$ cat config.mk
export PLATFORM = sky130hd
export DESIGN_NAME = circular_deque
export DESIGN_NICKNAME = d
export VERILOG_FILES = /design/src/rtl/core/cdq_pkg.sv /design/src/rtl/core/cdq_ram.sv /design/src/rtl/core/cdq_ptr.sv /design/src/rtl/core/circular_deque.sv
export SDC_FILE = /design/constraint.sdc
export NUM_CORES = 1
export LEC_CHECK = 0
export BUFFER_PORTS_ARGS = -buffer_cell sky130_fd_sc_hd__buf_2
export CAP_MARGIN = 40
export CORE_ASPECT_RATIO = 0.75
export CORE_MARGIN = 3
export CORE_UTILIZATION = 55
export DETAILED_ROUTE_END_ITERATION = 10
export PLACE_DENSITY = 0.72
export SKIP_CTS_REPAIR_TIMING = 1
export SYNTH_ARGS = -nofsm -noshare
export SYNTH_HDL_FRONTEND = slang
export SYNTH_HIERARCHICAL = 1
export SYNTH_SLANG_ARGS = --single-unit
$ cat constraint.sdc
create_clock -name clk -period 6.3 [get_ports clk]
set_input_delay 0 -clock clk [delete_from_list [all_inputs] [get_ports clk]]
set_output_delay 0 -clock clk [all_outputs]
set_load 0.02 [all_outputs]
$ cat src/rtl/core/cdq_pkg.sv
// Shared types, constants and pointer helpers for the circular deque.
package cdq_pkg;

  // Physical depth of the word store.
  localparam int DEPTH  = 16;
  // Largest usable slot count: the store depth, capped so the count fits in four bits.
  localparam int CAP    = (DEPTH < 16) ? DEPTH : 16;
  localparam int PTR_W  = $clog2(CAP);
  localparam int ADDR_W = $clog2(DEPTH);
  localparam int SLOT_W = 5;
  localparam int CNT_W  = 4;
  localparam int DATA_W = 32;

  localparam logic [SLOT_W-1:0] SLOTS_RESET = SLOT_W'(16);
  localparam logic [SLOT_W-1:0] SLOTS_MIN   = SLOT_W'(2);
  localparam logic [SLOT_W-1:0] SLOTS_CAP   = SLOT_W'(CAP);
  localparam logic signed [DATA_W-1:0] DATA_NONE = '1;

  typedef logic [PTR_W-1:0]  ptr_t;
  typedef logic [SLOT_W-1:0] slots_t;
  typedef logic [CNT_W-1:0]  cnt_t;

  typedef enum logic [1:0] {
    ACT_PUSH_REAR  = 2'd0,
    ACT_PUSH_FRONT = 2'd1,
    ACT_POP_FRONT  = 2'd2,
    ACT_POP_REAR   = 2'd3
  } action_t;

  typedef enum logic [1:0] {
    ST_DONE  = 2'd0,
    ST_FULL  = 2'd1,
    ST_EMPTY = 2'd2
  } status_t;

  typedef enum logic {
    S_IDLE,
    S_READ
  } state_t;

  // Decision for the beat on the input channel, from the pointer unit to the top level.
  typedef struct packed {
    logic    wr_en;
    logic    rd_en;
    ptr_t    addr;
    status_t status;
    cnt_t    count;
  } op_t;

  function automatic ptr_t wrap_inc(ptr_t i, slots_t n);
    slots_t s;
    s = SLOT_W'(i) + SLOT_W'(1);
    return (s == n) ? '0 : PTR_W'(s);
  endfunction

  function automatic ptr_t wrap_dec(ptr_t i, slots_t n);
    slots_t s;
    s = n - SLOT_W'(1);
    return (i == '0) ? PTR_W'(s) : ptr_t'(i - 1'b1);
  endfunction

  function automatic cnt_t fill_count(ptr_t f, ptr_t r, slots_t n);
    slots_t fe;
    slots_t re;
    slots_t d;
    fe = SLOT_W'(f);
    re = SLOT_W'(r);
    d  = (re >= fe) ? (re - fe) : (re + n - fe);
    return CNT_W'(d);
  endfunction

endpackage

$ cat src/rtl/core/cdq_ram.sv
// Generic single-port synchronous RAM with a registered read.
module cdq_ram #(
  parameter int WIDTH = 32,
  parameter int DEPTH = 16
) (
  input  logic                     clk,
  input  logic                     we,
  input  logic                     re,
  input  logic [$clog2(DEPTH)-1:0] addr,
  input  logic [WIDTH-1:0]         wdata,
  output logic [WIDTH-1:0]         rdata
);

  logic [WIDTH-1:0] mem [DEPTH];
  logic [WIDTH-1:0] rdata_r;

  always_ff @(posedge clk) begin
    if (we) begin
      mem[addr] <= wdata;
    end
    if (re) begin
      rdata_r <= mem[addr];
    end
  end

  assign rdata = rdata_r;

endmodule

$ cat src/rtl/core/cdq_ptr.sv
// Front and rear pointers, slot count register and the per-beat push or pop decision.
module cdq_ptr (
  input  logic                   clk,
  input  logic                   rst_n,
  input  logic                   cfg_we,
  input  cdq_pkg::slots_t        cfg_data,
  input  logic                   accept,
  input  cdq_pkg::action_t       action,
  output cdq_pkg::op_t           op
);

  cdq_pkg::ptr_t   front_r, front_nxt;
  cdq_pkg::ptr_t   rear_r, rear_nxt;
  cdq_pkg::slots_t slots_r;
  cdq_pkg::slots_t n;
  cdq_pkg::ptr_t   rear_inc;
  cdq_pkg::ptr_t   front_inc;
  logic            full;
  logic            empty;

  // Effective slot count, clamped to the usable range.
  always_comb begin
    if (slots_r < cdq_pkg::SLOTS_MIN) begin
      n = cdq_pkg::SLOTS_MIN;
    end else if (slots_r > cdq_pkg::SLOTS_CAP) begin
      n = cdq_pkg::SLOTS_CAP;
    end else begin
      n = slots_r;
    end
  end

  assign rear_inc  = cdq_pkg::wrap_inc(rear_r, n);
  assign front_inc = cdq_pkg::wrap_inc(front_r, n);
  assign full      = (rear_inc == front_r);
  assign empty     = (front_r == rear_r);

  always_comb begin
    front_nxt = front_r;
    rear_nxt  = rear_r;
    op.wr_en  = 1'b0;
    op.rd_en  = 1'b0;
    op.addr   = rear_r;
    op.status = cdq_pkg::ST_DONE;
    unique case (action)
      cdq_pkg::ACT_PUSH_REAR: begin
        if (full) begin
          op.status = cdq_pkg::ST_FULL;
        end else begin
          rear_nxt = rear_inc;
          op.wr_en = 1'b1;
          op.addr  = rear_inc;
        end
      end
      cdq_pkg::ACT_PUSH_FRONT: begin
        if (full) begin
          op.status = cdq_pkg::ST_FULL;
        end else begin
          front_nxt = cdq_pkg::wrap_dec(front_r, n);
          op.wr_en  = 1'b1;
          op.addr   = front_r;
        end
      end
      cdq_pkg::ACT_POP_FRONT: begin
        if (empty) begin
          op.status = cdq_pkg::ST_EMPTY;
        end else begin
          front_nxt = front_inc;
          op.rd_en  = 1'b1;
          op.addr   = front_inc;
        end
      end
      cdq_pkg::ACT_POP_REAR: begin
        if (empty) begin
          op.status = cdq_pkg::ST_EMPTY;
        end else begin
          rear_nxt = cdq_pkg::wrap_dec(rear_r, n);
          op.rd_en = 1'b1;
          op.addr  = rear_r;
        end
      end
      default: begin
        op.status = cdq_pkg::ST_DONE;
      end
    endcase
    op.count = cdq_pkg::fill_count(front_nxt, rear_nxt, n);
  end

  // A slot count write empties the queue.
  always_ff @(posedge clk) begin
    if (!rst_n) begin
      front_r <= '0;
      rear_r  <= '0;
      slots_r <= cdq_pkg::SLOTS_RESET;
    end else if (cfg_we) begin
      front_r <= '0;
      rear_r  <= '0;
      slots_r <= cfg_data;
    end else if (accept) begin
      front_r <= front_nxt;
      rear_r  <= rear_nxt;
    end
  end

endmodule

$ cat src/rtl/core/circular_deque.sv
// Top level of the circular deque: handshake control, result register and store.
//
// A double-ended queue of signed 32-bit words held in a circular store of
// cfg_data slots (clamped to 2..16, reset 16); one slot always stays empty,
// so at most slots minus one words are held. Each input beat pushes at the
// rear or front or pops from the front or rear, and yields exactly one
// result beat with the popped word (-1 for pushes and refused pops), a
// status (done, full, empty) and the word count after the operation. A
// push or a refused pop loads the result register directly; a successful
// pop waits in the read state for the word from the synchronous store with
// its registered read. A result waiting in the output register does not
// block the next input beat as long as the output side takes it in the same
// cycle. Writing the slot count empties the queue and must only be done
// while no beat is in flight.
module circular_deque (
  input  logic                               clk,
  input  logic                               rst_n,
  input  logic                               cfg_we,
  input  logic [cdq_pkg::SLOT_W-1:0]         cfg_data,
  input  logic                               in_valid,
  output logic                               in_stall,
  input  logic [1:0]                         in_action,
  input  logic signed [cdq_pkg::DATA_W-1:0]  in_value,
  output logic                               out_valid,
  input  logic                               out_stall,
  output logic signed [cdq_pkg::DATA_W-1:0]  out_data,
  output logic [1:0]                         out_status,
  output logic [cdq_pkg::CNT_W-1:0]          out_count
);

  cdq_pkg::state_t state_r, state_nxt;
  cdq_pkg::op_t    op;
  logic            accept;
  logic            out_busy;
  logic            load;
  logic            out_valid_r, out_valid_nxt;
  logic signed [cdq_pkg::DATA_W-1:0] out_data_r, out_data_nxt;
  cdq_pkg::status_t out_status_r, out_status_nxt;
  cdq_pkg::cnt_t    out_count_r, out_count_nxt;
  cdq_pkg::cnt_t    pend_count_r, pend_count_nxt;
  logic [cdq_pkg::DATA_W-1:0] rd_data;

  // The output register is busy when it holds a beat that is not taken now.
  assign out_busy = out_valid_r && out_stall;
  assign accept   = in_valid && !in_stall;

  cdq_ptr u_ptr (
    .clk      (clk),
    .rst_n    (rst_n),
    .cfg_we   (cfg_we),
    .cfg_data (cfg_data),
    .accept   (accept),
    .action   (cdq_pkg::action_t'(in_action)),
    .op       (op)
  );

  // The store is only touched on an accepted beat, so a write and a later read
  // of the same slot never overlap and need no forwarding.
  cdq_ram #(
    .WIDTH (cdq_pkg::DATA_W),
    .DEPTH (cdq_pkg::DEPTH)
  ) u_ram (
    .clk   (clk),
    .we    (accept && op.wr_en),
    .re    (accept && op.rd_en),
    .addr  (cdq_pkg::ADDR_W'(op.addr)),
    .wdata (in_value),
    .rdata (rd_data)
  );

  // Next state, handshake and result register loading.
  always_comb begin
    state_nxt      = state_r;
    in_stall       = 1'b1;
    load           = 1'b0;
    out_data_nxt   = out_data_r;
    out_status_nxt = out_status_r;
    out_count_nxt  = out_count_r;
    pend_count_nxt = pend_count_r;
    unique case (state_r)
      cdq_pkg::S_IDLE: begin
        in_stall = out_busy;
        if (in_valid && !out_busy) begin
          if (op.rd_en) begin
            // Successful pop: go to the read state to wait for the stored word.
            state_nxt      = cdq_pkg::S_READ;
            pend_count_nxt = op.count;
          end else begin
            load           = 1'b1;
            out_data_nxt   = cdq_pkg::DATA_NONE;
            out_status_nxt = op.status;
            out_count_nxt  = op.count;
          end
        end
      end
      cdq_pkg::S_READ: begin
        in_stall = 1'b1;
        if (!out_busy) begin
          load           = 1'b1;
          out_data_nxt   = rd_data;
          out_status_nxt = cdq_pkg::ST_DONE;
          out_count_nxt  = pend_count_r;
          state_nxt      = cdq_pkg::S_IDLE;
        end
      end
      default: begin
        state_nxt = cdq_pkg::S_IDLE;
      end
    endcase
    if (load) begin
      out_valid_nxt = 1'b1;
    end else if (out_valid_r && !out_stall) begin
      out_valid_nxt = 1'b0;
    end else begin
      out_valid_nxt = out_valid_r;
    end
  end

  always_ff @(posedge clk) begin
    if (!rst_n) begin
      state_r     <= cdq_pkg::S_IDLE;
      out_valid_r <= 1'b0;
    end else begin
      state_r     <= state_nxt;
      out_valid_r <= out_valid_nxt;
    end
  end

  always_ff @(posedge clk) begin
    out_data_r   <= out_data_nxt;
    out_status_r <= out_status_nxt;
    out_count_r  <= out_count_nxt;
    pend_count_r <= pend_count_nxt;
  end

  assign out_valid  = out_valid_r;
  assign out_data   = out_data_r;
  assign out_status = out_status_r;
  assign out_count  = out_count_r;

endmodule

# Yosys cells after proc, flatten, opt, wreduce, memory -nomap -nowiden

Memory sizes are Yosys's and may differ from the RTL's. A register that Yosys moved wholly into a read port is not among the register bits.
Index checks and enable logic that the tools add are counted.

Register bits after elaboration: 57
Latch bits: 0
RAM bits: 512
Memory bits (read-only): 0
Bits of input ports: 44
Output and inout port bits: 40
Memories: 1

Memory list:

| memory    | depth | bits a word | read ports | clocked after Yosys merged registers in | wr ports | RTL line      | text |
|---|---|---|---|---|---|---|---|
| u_ram.mem | 16    | 32          | 1          | 1                                       | 1        | cdq_ram.sv:14 | `logic [WIDTH-1:0] mem [DEPTH];` |

$add $sub $neg: 8
Multipliers: 0
Div/mod/pow operators: 0
Magnitude comparators: 3
Equal/unequal tests: 10
Shift-type cells: 0
Multiplexer cells: 47
Bitwise operators: 2
Reductions and logical operators: 17

Operators with widths:

| operator                                            | number |
|---|---|
| two-way mux 32 bit                                  | 3 |
| one-hot mux 32 bit (2 select lines)                 | 1 |
| two-way mux 4 bit                                   | 13 |
| one-hot mux 4 bit (2 select lines)                  | 3 |
| one-hot mux 6 bit (4 select lines)                  | 1 |
| two-way mux 5 bit                                   | 4 |
| two-way mux 1 bit                                   | 13 |
| subtractor 4 x 1 -> 4 bit (second input constant)   | 3 |
| adder 4 x 1 -> 5 bit (second input constant)        | 2 |
| equality test 5 bit                                 | 2 |
| equality test 4 bit                                 | 2 |
| logical NOT 4 bit                                   | 2 |
| two-way mux 2 bit                                   | 4 |
| one-hot mux 1 bit (2 select lines)                  | 4 |
| subtractor 4 bit                                    | 2 |
| logical AND 1 bit                                   | 6 |
| inequality test 2 bit (second input constant)       | 3 |
| AND reduction 3 bit                                 | 2 |
| > comparator 5 bit (second input constant)          | 1 |
| < comparator 5 x 2 -> 1 bit (second input constant) | 1 |
| adder 4 bit                                         | 1 |
| equality test 2 bit (second input constant)         | 2 |
| greater-or-equal comparator 4 bit                   | 1 |
| one-hot mux 2 bit (2 select lines)                  | 1 |
| 6 further kinds                                     | 10 |

# Logic depth before layout (Yosys ltp)

Depth in word-level cells: 14
Depth in mapped cells: 19

# Modules after synthesis

The synthesis kept the hierarchy.

By module, submodules not included:

| module         | instances | cells an instance | area an instance (µm²) | seq. area each (µm²) |
|---|---|---|---|---|
| cdq_ram        | 1         | 840               | 20,183.1               | 16,335.7 |
| cdq_ptr        | 1         | 282               | 2,204.6                | 260.2 |
| circular_deque | 1         | 98                | 1,659.1                | 1,301.2 |

# Worst setup path after synthesis

No wires, ideal clock.

Kind: register to register
Start point: register u_ptr.rear_r[1]
End point: memory u_ram.mem[0][0], enable pin
Setup time: 461 ps
Arrival: 4,929 ps
Path slack: 910 ps
Cell stages (with the launch flop): 14
Path buffers: 4
Path through: dfxtp_1 -> clkbuf_1 -> inv_1 -> ha_1 -> xnor2_1 -> nand3_1 -> a21oi_2 -> nor3_4 -> a221oi_1 -> o32ai_1 -> buf_2 -> buf_4 -> clkbuf_1 -> nor3_1

RTL lines:

| item                   | RTL line       | text |
|---|---|---|
| from (decl)            | cdq_ptr.sv:13  | `cdq_pkg::ptr_t rear_r, rear_nxt;` |
| from (signal assigned) | cdq_ptr.sv:100 | `rear_r <= rear_nxt;` |
| to (decl)              | cdq_ram.sv:14  |  |

==> run metrics <==
via/cell ratio=just over 6; mux contribution to synthesized area=12.6%; CTS Root Cell=clkbuf_16; diodes inserted=0; total negative slack=0 ns; status=complete, no violations; Max Freq=between 150 and 200 MHz; CP delay by family, top=compound AO/OA/AOI/OAI gates; standard cell core area=about 43000 um2; Total GRT Usage=around 23%; first-pass GRT wire length=a little under 80000 um; commonest cells after routing, fill and taps aside=edfxtp_1, mux4_2, buf_2, a22oi_1, clkbuf_16; cts bufs inserted=between 50 and 60; DR vias=between 10k and 15k; complex-gate fraction of the synthesized area=between 5 and 6%; initial antenna violation count=0; RSZ-0062 raised after global routing=false; Detailed Routing Iterations Pass 1=6; die height=187 um; period utilization=about 84%; Synth Area per Inst=19.7 um2; Die Width=around 250 um; via count of the first global-routing pass=approximately 12k; Max-slew headroom=around two fifths; startpoint types=register; Post-synth EDFFs=approximately 590; routability cong.=between 0.8 and 0.9; worst vdd ir=around 250 uV; Synth cell types=between 70 and 80; IO buf count=just over 80; r2r startpoint=u_ptr/rear_r[1]; H-tree levels=2; DR iter-0 viols=between 1k and 1.5k; # rows=65; CTS tree=built; final wirelength=52400 um; ranking of synthesized cells by area=edfxtp_1, mux4_2, a22oi_1; ys flop type=edfxtp_1; Synth Area in Adders=roughly 1.2%; fill count=about 2.9k; antenna-violating nets left=0; final setup fails=0; register bit total from synthesis=~600; crit-path cells=inv_1 -> ha_1 -> nor2_1 -> a32oi_1 -> o21a_1 -> a21oi_2 -> nor2_1 -> o21ai_1 -> a2bb2oi_1 -> ha_1 -> inv_1 -> fa_1 -> a21o_1 -> a21o_1 -> a21oi_1 -> mux2i_1 -> xor2_1 -> mux2_2; hpwl dp=between 30000 and 40000 um; Starting Density=approximately 56%; total leakage power=a little under 9 nW; Crit. Startpoint=u_ptr/rear_r[1]; Ports=84; Slew Viols, Final=0; R2R depth=18; Sink Count=around 600; R2R setup slack=roughly 1.0 ns; WP data required=6.64 ns; Crit path buffers/inverters=2; clock period minus worst slack=around 5.3 ns; DR DRC count=0; CP max stage cell=dfxtp_1; commonest non-fill, non-tap cell in the layout=edfxtp_1; register area share after synthesis=about three quarters; CP max FO=13; Synth Area in XOR/XNOR=less than 1%; Async SR Flop Fraction=0%; area grow syn2layout=14.8%; main combinational cell family by area after synthesis=multiplexers; RR Endpoint=out_count[3]; CP Data Arrival Time=about 5.6 ns; Hold Startpoint=cfg_we; Hold WC Path Type=in2reg; die area=~46000 um2; largest net degree at the start of global routing=just under 100; share of layout cells above drive strength 1=25.7%; syn nets=approximately 1.3k; Hold Fails Final Rpt=0; wire length per cell=between 20 and 30 um; Ys Warns=6; Synth area leader=edfxtp_1; total grt overflow=0; nets=roughly 1.4k; nature of the critical path endpoint=register; worst-skew pair later-pin latency=a little under 0.6 ns; Max Buffers Root-to-Sink=3; area share of the largest cell type after synthesis=between 70% and 80%; Worst Max-Slew Pin Slew=0.900 ns; Worst setup endpoint=out_count[3]; Non-Filler Instances=around 2k; cell count along the critical path=18; Pwr per Cell Area=between 200 and 300 nW/um2; max-cap viol count=0; Post-Syn Instances=between 1k and 1.5k; Clock Skew=0.0182 ns; pre-CTS WS=around 1.1 ns; final hold slack=0.0694 ns; Simple-Gate Fraction of Synth Area=under 10%; crit path kind=reg2reg; Clk pin slew, worst setup/hold paths=roughly 0.060 ns; CP peak stage delay=0.73 ns; Final WS setup=between 1 and 1.5 ns; placed cell count=1840; Syn Std Cell Area=approximately 24000 um2
[tightest hold or removal path, stage by stage]
cell and delay (ns):
buf_2 0.18, nor2b_1 0.21, nand2_1 0.13, o21ai_0 0.08
[final cells by class]
type,instances,area (um2),share of cell area (%)
timing repair buffer,171,1340,4.84
multi-input combinational,529,5900,21.4
clock buffer,74,1490,5.39
clock inverter,27,183,0.662
inverter,23,86.3,0.313
tap,569,712,2.58
sequential,601,17900,64.8
[through the flow]
stage               utilization [%]  total power [mW]  cell area (um2)
CTS                            63.5              8.22            27100
finish                         64.8              8.18            27600
floorplan                         -              4.93            24000
global route                   64.8              8.46            27600
global placement               59.3              5.12            25300
detailed placement             59.6              5.14            25400
[logic make-up (layout without fill, tap and decap cells)]
family          count (synthesis)  in the layout
xor+xnor                       20             20
compound gates                166            166
mux                           142            142
simple gates                  180            180
flops                         601            601
buf+inv                        90            295
fa+ha+maj                      21             21
[registers in the layout, indices dropped and copies added, names as in the netlist]
name           flops
u_ram/rdata       32
pend_count_r       4
u_ptr/slots_r      5
state_r            1
out_valid          1
out_status         2
u_ptr/front_r      4
u_ptr/rear_r       4
out_count          4
out_data          32
u_ram/mem        512
[power breakdown]
part / switching, mW / internal [mW] / total (mW)
registers: 0.0170 / 4.44 / 4.46
logic: 0.353 / 0.264 / 0.617
clock network: 1.40 / 1.70 / 3.10
[cells in the mapped netlist, drive strengths merged (3+ instances only)]
cell and count:
edfxtp 586, mux4 128, a22oi 67, nand2 49, nand2b 41, clkbuf 36
buf 31, nor2 30, inv 23, a21oi 20, ha 17, dfxtp 15
o21ai 14, nor2b 13, xnor2 13, nand3 10, mux2i 9, nor3 9
a21o 8, and3 7, a31oi 5, mux2 5, xor2 5, a221oi 4
a32o 4, a32oi 4, a41oi 4, and2 4, fa 4, nand3b 4
a221o 3, a2bb2oi 3, nand4 3, o211ai 3, o2bb2ai 3
[worst min path at each step]
stage	end	slack (ns)	depth (start not counted)
after floorplan	u_ptr/slots_r[4]	0.06	1
after global placement	u_ptr/slots_r[4]	0.22	3
after detailed placement	u_ptr/slots_r[4]	0.22	3
after CTS	u_ptr/slots_r[4]	-0.39	3
after global routing	u_ptr/rear_r[1]	0.09	3
final	u_ptr/rear_r[2]	0.07	4
[per-layer routing]
layer / wire [um] / share of wire (%) / up-vias / track usage, %
li1: - / - / 5341 / -
met1: 23600 / 45 / 6434 / 35.7
met2: 24300 / 46 / 473 / 34.6
met3: 3540 / 6.8 / 79 / 3.50
met4: 945 / 1.8 / 0 / 4.98
met5: 0 / 0 / - / 0
Power figures use the tool's default switching activity.
